==> src/rtl/psrch_pkg.sv <==
// ----------------------------------------------------------------------------
// psrch_pkg
// Shared types and codes for the partitioned sorted search block.
// ----------------------------------------------------------------------------
package psrch_pkg;

    localparam int MODE_W   = 2;
    localparam int VALUE_W  = 32;
    localparam int STATUS_W = 3;
    localparam int POS_W    = 8;
    localparam int CFG_W    = 5;

    localparam logic [MODE_W-1:0] MODE_LOAD   = 2'd0;
    localparam logic [MODE_W-1:0] MODE_SEARCH = 2'd1;
    localparam logic [MODE_W-1:0] MODE_CLEAR  = 2'd2;

    localparam logic [STATUS_W-1:0] ST_FOUND         = 3'd0;
    localparam logic [STATUS_W-1:0] ST_NOT_FOUND     = 3'd1;
    localparam logic [STATUS_W-1:0] ST_NOT_DIVISIBLE = 3'd2;
    localparam logic [STATUS_W-1:0] ST_LOADED        = 3'd3;
    localparam logic [STATUS_W-1:0] ST_FULL          = 3'd4;
    localparam logic [STATUS_W-1:0] ST_CLEARED       = 3'd5;

    typedef struct packed {
        logic busy;
        logic done;
    } div_stat_t;

endpackage

==> src/rtl/psrch_div.sv <==
// ----------------------------------------------------------------------------
// psrch_div
// Restoring divider, one quotient bit per cycle, for element count / parts.
// ----------------------------------------------------------------------------
module psrch_div #(
    parameter int N_W = 9,
    parameter int D_W = 5
) (
    input  logic                  aclk,
    input  logic                  aresetn,
    input  logic                  start,
    input  logic [N_W-1:0]        dividend,
    input  logic [D_W-1:0]        divisor,
    output psrch_pkg::div_stat_t  stat,
    output logic [N_W-1:0]        quotient,
    output logic [D_W-1:0]        remainder
);
    import psrch_pkg::*;

    localparam int STEP_W = (N_W > 1) ? $clog2(N_W) : 1;

    logic [N_W-1:0]    q_reg, q_next;
    logic [D_W-1:0]    r_reg, r_next;
    logic [D_W-1:0]    d_reg;
    logic [STEP_W-1:0] step_reg;
    logic              busy_reg;
    logic              done_reg;
    logic [D_W:0]      trial;
    logic              qbit;

    always_comb begin
        trial  = {r_reg, q_reg[N_W-1]};
        qbit   = (trial >= {1'b0, d_reg});
        r_next = qbit ? D_W'(trial - {1'b0, d_reg}) : trial[D_W-1:0];
        q_next = N_W'({q_reg, qbit});
    end

    always_ff @(posedge aclk) begin
        if (!aresetn) begin
            busy_reg <= 1'b0;
            done_reg <= 1'b0;
            step_reg <= '0;
        end else begin
            done_reg <= 1'b0;
            if (start) begin
                busy_reg <= 1'b1;
                step_reg <= STEP_W'(N_W - 1);
            end else if (busy_reg) begin
                step_reg <= step_reg - 1'b1;
                if (step_reg == '0) begin
                    busy_reg <= 1'b0;
                    done_reg <= 1'b1;
                end
            end
        end
    end

    always_ff @(posedge aclk) begin
        if (start) begin
            q_reg <= dividend;
            r_reg <= '0;
            d_reg <= divisor;
        end else if (busy_reg) begin
            q_reg <= q_next;
            r_reg <= r_next;
        end
    end

    assign stat.busy = busy_reg;
    assign stat.done = done_reg;
    assign quotient  = q_reg;
    assign remainder = r_reg;

endmodule

==> config.mk <==
export PLATFORM = sky130hd
export DESIGN_NAME = psrch_div
export DESIGN_NICKNAME = d
export VERILOG_FILES = /design/src/rtl/psrch_pkg.sv /design/src/rtl/psrch_div.sv
export SDC_FILE = /design/constraint.sdc
export NUM_CORES = 1
export LEC_CHECK = 0
export ABC_CLOCK_PERIOD_IN_PS = 7000
export BUFFER_PORTS_ARGS = -buffer_cell sky130_fd_sc_hd__clkbuf_2
export CELL_PAD_IN_SITES_DETAIL_PLACEMENT = 0
export CELL_PAD_IN_SITES_GLOBAL_PLACEMENT = 1
export CORE_MARGIN = 2
export CORE_UTILIZATION = 43
export DETAILED_ROUTE_END_ITERATION = 10
export GPL_ROUTABILITY_DRIVEN = 0
export HOLD_SLACK_MARGIN = 0.02
export PLACE_DENSITY = 0.86
export SLEW_MARGIN = 20
export SYNTH_ARGS = -nofsm -noshare
export SYNTH_HDL_FRONTEND = slang
export SYNTH_SLANG_ARGS = --single-unit
==> constraint.sdc <==
create_clock -name aclk -period 7 [get_ports aclk]
set_clock_uncertainty 0.2 [all_clocks]
set_input_delay 0 -clock aclk [delete_from_list [all_inputs] [get_ports aclk]]
set_output_delay 0 -clock aclk [all_outputs]
set_load 0.1 [all_outputs]
* After elaboration in Yosys (flattened, before gate mapping)
Cells that the tools add are included.
Storage, ports and cells: register bits after elaboration 25, logic and storage cells 25
Operators by class: $add $sub $neg 2, reductions and logical operators 4, magnitude comparators 1, bitwise gates (word level) 2, mux-type cells 9
Operators with widths (number):
- two-way mux 9 bit | 2
- two-way mux 4 bit | 2
- greater-or-equal comparator 6 x 5 -> 1 bit | 1
- two-way mux 5 bit | 1
- subtractor 5 bit | 1
- logical NOT 4 bit | 1
- two-way mux 1 bit | 4
- subtractor 4 x 1 -> 4 bit (second input constant) | 1
- OR reduction 3 bit | 1
- NOT 1 bit | 2
- nonzero test 2 bit | 1
- OR reduction 2 bit | 1

* Logic depth before layout (Yosys ltp)
word-level depth 4, mapped depth 8, depth with buffers taken out 8

* Least setup slack after synthesis
No wires, ideal clock.
kind reg-to-reg, start register q_reg[8] (netlist: quotient[8]), end register r_reg[2] (netlist: remainder[2]), path slack 4.172 ns, arrival time 2.533 ns, library setup time 0.095 ns, stages on the path, launching flop included 9, clock period less this slack 2.828 ns, buffers on the path 0, cell sequence edfxtp_1 > inv_1 > ha_1 > inv_1 > fa_1 > a211o_1 > o211a_1 > or4_1 > o311ai_1
On the way: word-level cells in the longest chain between the ends 2, elaborated cells on any way between the ends 3
Ends and longest elaborated chain:
- from (decl) | RTL line psrch_div.sv:22 | logic [N_W-1:0] q_reg, q_next;
- from (signal assigned) | RTL line psrch_div.sv:60 | q_reg <= dividend;
- from (signal assigned) | RTL line psrch_div.sv:64 | q_reg <= q_next;
- subtractor 5 bit / greater-or-equal comparator 6 x 5 -> 1 bit (equally long branches) | RTL line psrch_div.sv:34, psrch_div.sv:33
- two-way mux 5 bit (*) | RTL line psrch_div.sv:34 | r_next = qbit ? D_W'(trial - {1'b0, d_reg}) : trial[D_W-1:0];
- to (signal assigned) | RTL line psrch_div.sv:65 | r_reg <= r_next;
- to (decl) | RTL line psrch_div.sv:23 | logic [D_W-1:0] r_reg, r_next;
Mark *: on every way between the ends. The rest lies on a longest branch, timed or not. A chain may end at the register's enable or synchronous reset.

* Worst setup path after layout
Ends and elaborated chain as after synthesis.

==> impl.org <==
** Run status
- Outcome :: complete, no violations

** Detailed routing
- Antenna Nets Post-Route :: 0
- Detailed routing inserted a total of between 1000 and 1500 vias.
- In the final routed layout, each cell accounts on average for between 10 and 15 um.
- For this run, design rule violations remaining after detail routing come to 0.
- For this block, the initial DRC count from the detailed router was 31.
- Wires add up to 2628 um.
- Number of detailed-route iterations in the first pass :: 4
- Average via count per standard cell :: 5.346

** Synth
- Commonest cells in the netlist :: sky130_fd_sc_hd__edfxtp_1, sky130_fd_sc_hd__dfxtp_1, sky130_fd_sc_hd__inv_1, sky130_fd_sc_hd__nor2_1, sky130_fd_sc_hd__mux2_2
- Summing the sequential cell areas from Yosys gives about 51% of the chip area.
- The most common cell in the synthesized netlist is sky130_fd_sc_hd__edfxtp_1.
- Net count after synthesis :: between 100 and 150
- Counting every instance in the synthesized netlist gives around 110.
- Mean cell area of the mapped netlist :: between 10 and 15 sq um
- Count of warnings emitted by yosys :: 0
- The biggest area contributor in the post-synthesis netlist is sky130_fd_sc_hd__edfxtp_1.
- Cell Area, Synth :: about 0.0013 sq mm
- Proportion of synthesized flip-flops having asynchronous set or reset :: 0%
- Prevailing post-synth register cell :: sky130_fd_sc_hd__edfxtp_1
- Cell variety after synth :: 38
- Number of storage elements in the synthesis netlist :: 25
- Area fraction of the dominant cell type after synthesis :: roughly 34%
- By area the synthesized netlist is led by sky130_fd_sc_hd__edfxtp_1, sky130_fd_sc_hd__dfxtp_1, sky130_fd_sc_hd__mux2_2.
- Count of flip-flops with a built-in enable after synthesis :: 14

** Cells and area
- For this run, the post-layout net count is ~180.
- The number of antenna diodes in the final layout is 0.
- The register with the most flip-flops in the layout has 9 of them.
- Post-route core utilization :: 58.30%
- Share of post-route cells with drive strength above 1 :: a little under a third
- Area growth, synth to finish :: 28.50%

** Setup path
- The worst register-to-register path begins at quotient[8].
- At the worst endpoint, the required time is approximately 7000 ps.
- Data on the critical path arrives at its endpoint at around 2500 ps.
- Setup slack on the worst reg-to-reg path comes out at 4500 ps.
- Top fanout value on the critical path :: 4
- STA classifies the critical path startpoint as a register.
- Setup crit end kind :: register
- Critical path launch point :: quotient[8]
- Category of the critical setup timing path :: reg -> reg

** CTS
- The tree is rooted in a sky130_fd_sc_hd__clkbuf_4.
- CTS Buffer Depth :: 2
- Post CTS Setup Buffer Count :: 0
- Clock latency at the later pin of the worst-skew pair :: 340 ps
- TritonCTS built the clock tree.
- TritonCTS created 3 clock buffers.
- CTS built an H-tree with a depth of 1.
- Sink count of the clock tree :: 25
- Clock-pin slew was measured on the worst setup and hold paths at ~130 ps.

** Floorplanning
- IO Count :: 33
- The floorplan step defined a die boundary enclosing between 0.003 and 0.004 sq mm.
- The core region is around 0.0028 sq mm.
- The floorplan has 19 rows.
- In this run the vertical extent of the chip is between 50 and 60 um.
- Once the floorplan was initialized, standard cells occupied 45.37% of the core.
- Die Width :: 57.94 um

** Worst hold path
- The worst hold path begins at divisor[2].
- In this run the worst hold path is classified as in -> reg.

** Timing
- Summed over all failing endpoints, the final setup total negative slack is 0 ps.
- Final critical path time including I/O delays and setup :: between 2000 and 3000 ps
- The number of hold violations in the final report was 0.
- Measured against its own limit, the worst slew margin works out to ~50%.
- Achievable clock frequency :: around 400 MHz
- Final Setup Violations :: 0
- Worst Max-Slew Pin Slew :: between 700 and 800 ps
- The max-slew violation count is 0.
- In the finished design, the share of the clock period the worst path needs comes to 35.76%.
- RSZ-0062 raised after global routing :: no

** Run
- Max-cap violation count :: 0

** Pwr
- Maximum ir drop on the vdd rail :: around 0.15 mV
- Ratio of total power to cell area :: 238.0 mW/mm^2
- In this run the static leakage power is ~0.71 nW.
- Post-layout power :: 382.7 uW

** Global routing
- Global routing usage on met1 :: around a fifth
- The number of antenna violations at the first check in global routing came to 0.
- Met3 global-route usage :: under 10%
- Via count of the first global-routing pass :: between 900 and 1000
- Global-route usage over all layers :: 16.64%
- Global routing consumed, on the met2 layer, 30.03% of the routing resources.
- The global routing stage identified its most utilized layer as met2.
- Largest net degree at the start of global routing :: 28
- Overflow left after global routing :: 0
- First-pass GRT wire length :: roughly 4200 um

** Placement
- During placement, the flow inserted port buffers numbering 32.
- Summed over all nets, the half-perimeter wirelength after detailed placement is ~1800 um.
## final timing paths
path                                endpoint  depth (start not counted)
worst max-delay path            remainder[2]                          8
worst min-delay path                d_reg[2]                          2
worst max register to register  remainder[2]                          8
worst min register to register      done_reg                          1
## logic make-up after synthesis
kind of cell	synth area share [%]
compound gates	12.90
xor+xnor	3.501
fa+ha+maj	7.600
buf+inv	5.099
flops	51.20
mux	7.200
simple gates	12.50
## cell type report
| cell class | count | area (sq um) |
|---|---|---|
| fillers | 224 | 1150 |
| inverters | 9 | 33.78 |
| multi-input cells | 71 | 546.8 |
| repair buffers | 48 | 320.3 |
| clock buffers | 3 | 22.52 |
| well taps | 31 | 38.79 |
| flip-flops and latches | 25 | 640.6 |
| clock inverters | 1 | 5.005 |
## layer usage
metal  share of wire (%)  up-vias
met5                   0        -
met4                 2.1        0
met3                 4.6        7
met2                  51       37
met1                  42      465
li1                    -      496
## worst max-delay path, cell delays in order, from the launching register on
cell	delay (ps)
sky130_fd_sc_hd__edfxtp_1	430
sky130_fd_sc_hd__inv_1	80
sky130_fd_sc_hd__ha_1	170
sky130_fd_sc_hd__inv_1	60
sky130_fd_sc_hd__fa_1	410
sky130_fd_sc_hd__a211o_1	300
sky130_fd_sc_hd__o211a_1	160
sky130_fd_sc_hd__or4_1	500
sky130_fd_sc_hd__o311ai_1	100
## power by group
part	total (mW)	switching [mW]	leakage, nW	internal, mW
registers	0.179	0.00973	0.229	0.169
clock network	0.0679	0.0464	0.0177	0.0215
logic	0.136	0.0969	0.461	0.0389
## repair_timing
| action | in CTS | in global routing |
|---|---|---|
| resized for setup | 0 | 0 |
| hold buffers | 16 | 0 |
| endpoints found under the hold margin | 21 | 0 |
## through the flow
step	area (sq um)	hold WS, ps	setup WS (ps)	std cells
3_5_place_dp	1420	-21.37	4570	168
6_report	1608	175.6	4496	188
4_1_cts	1608	174.7	4512	188
5_1_grt	1608	170.0	4406	188
2_1_floorplan	1251	-101.1	4172	111
3_3_place_gp	1420	-23.23	4626	168
## layout by cell type, fill, tap and decap left out, drive strengths merged, types with 3 or more instances in the layout
cell type,Yosys,routed
a21oi,5,5
xnor2,3,3
a211oi,3,3
dfxtp,11,11
dlygate4sd3,0,16
nand2,5,5
inv,9,9
nor2,9,9
clkbuf,4,35
edfxtp,14,14
a211o,3,3
ha,6,6
mux2,8,8
Power figures use the tool's default switching activity.
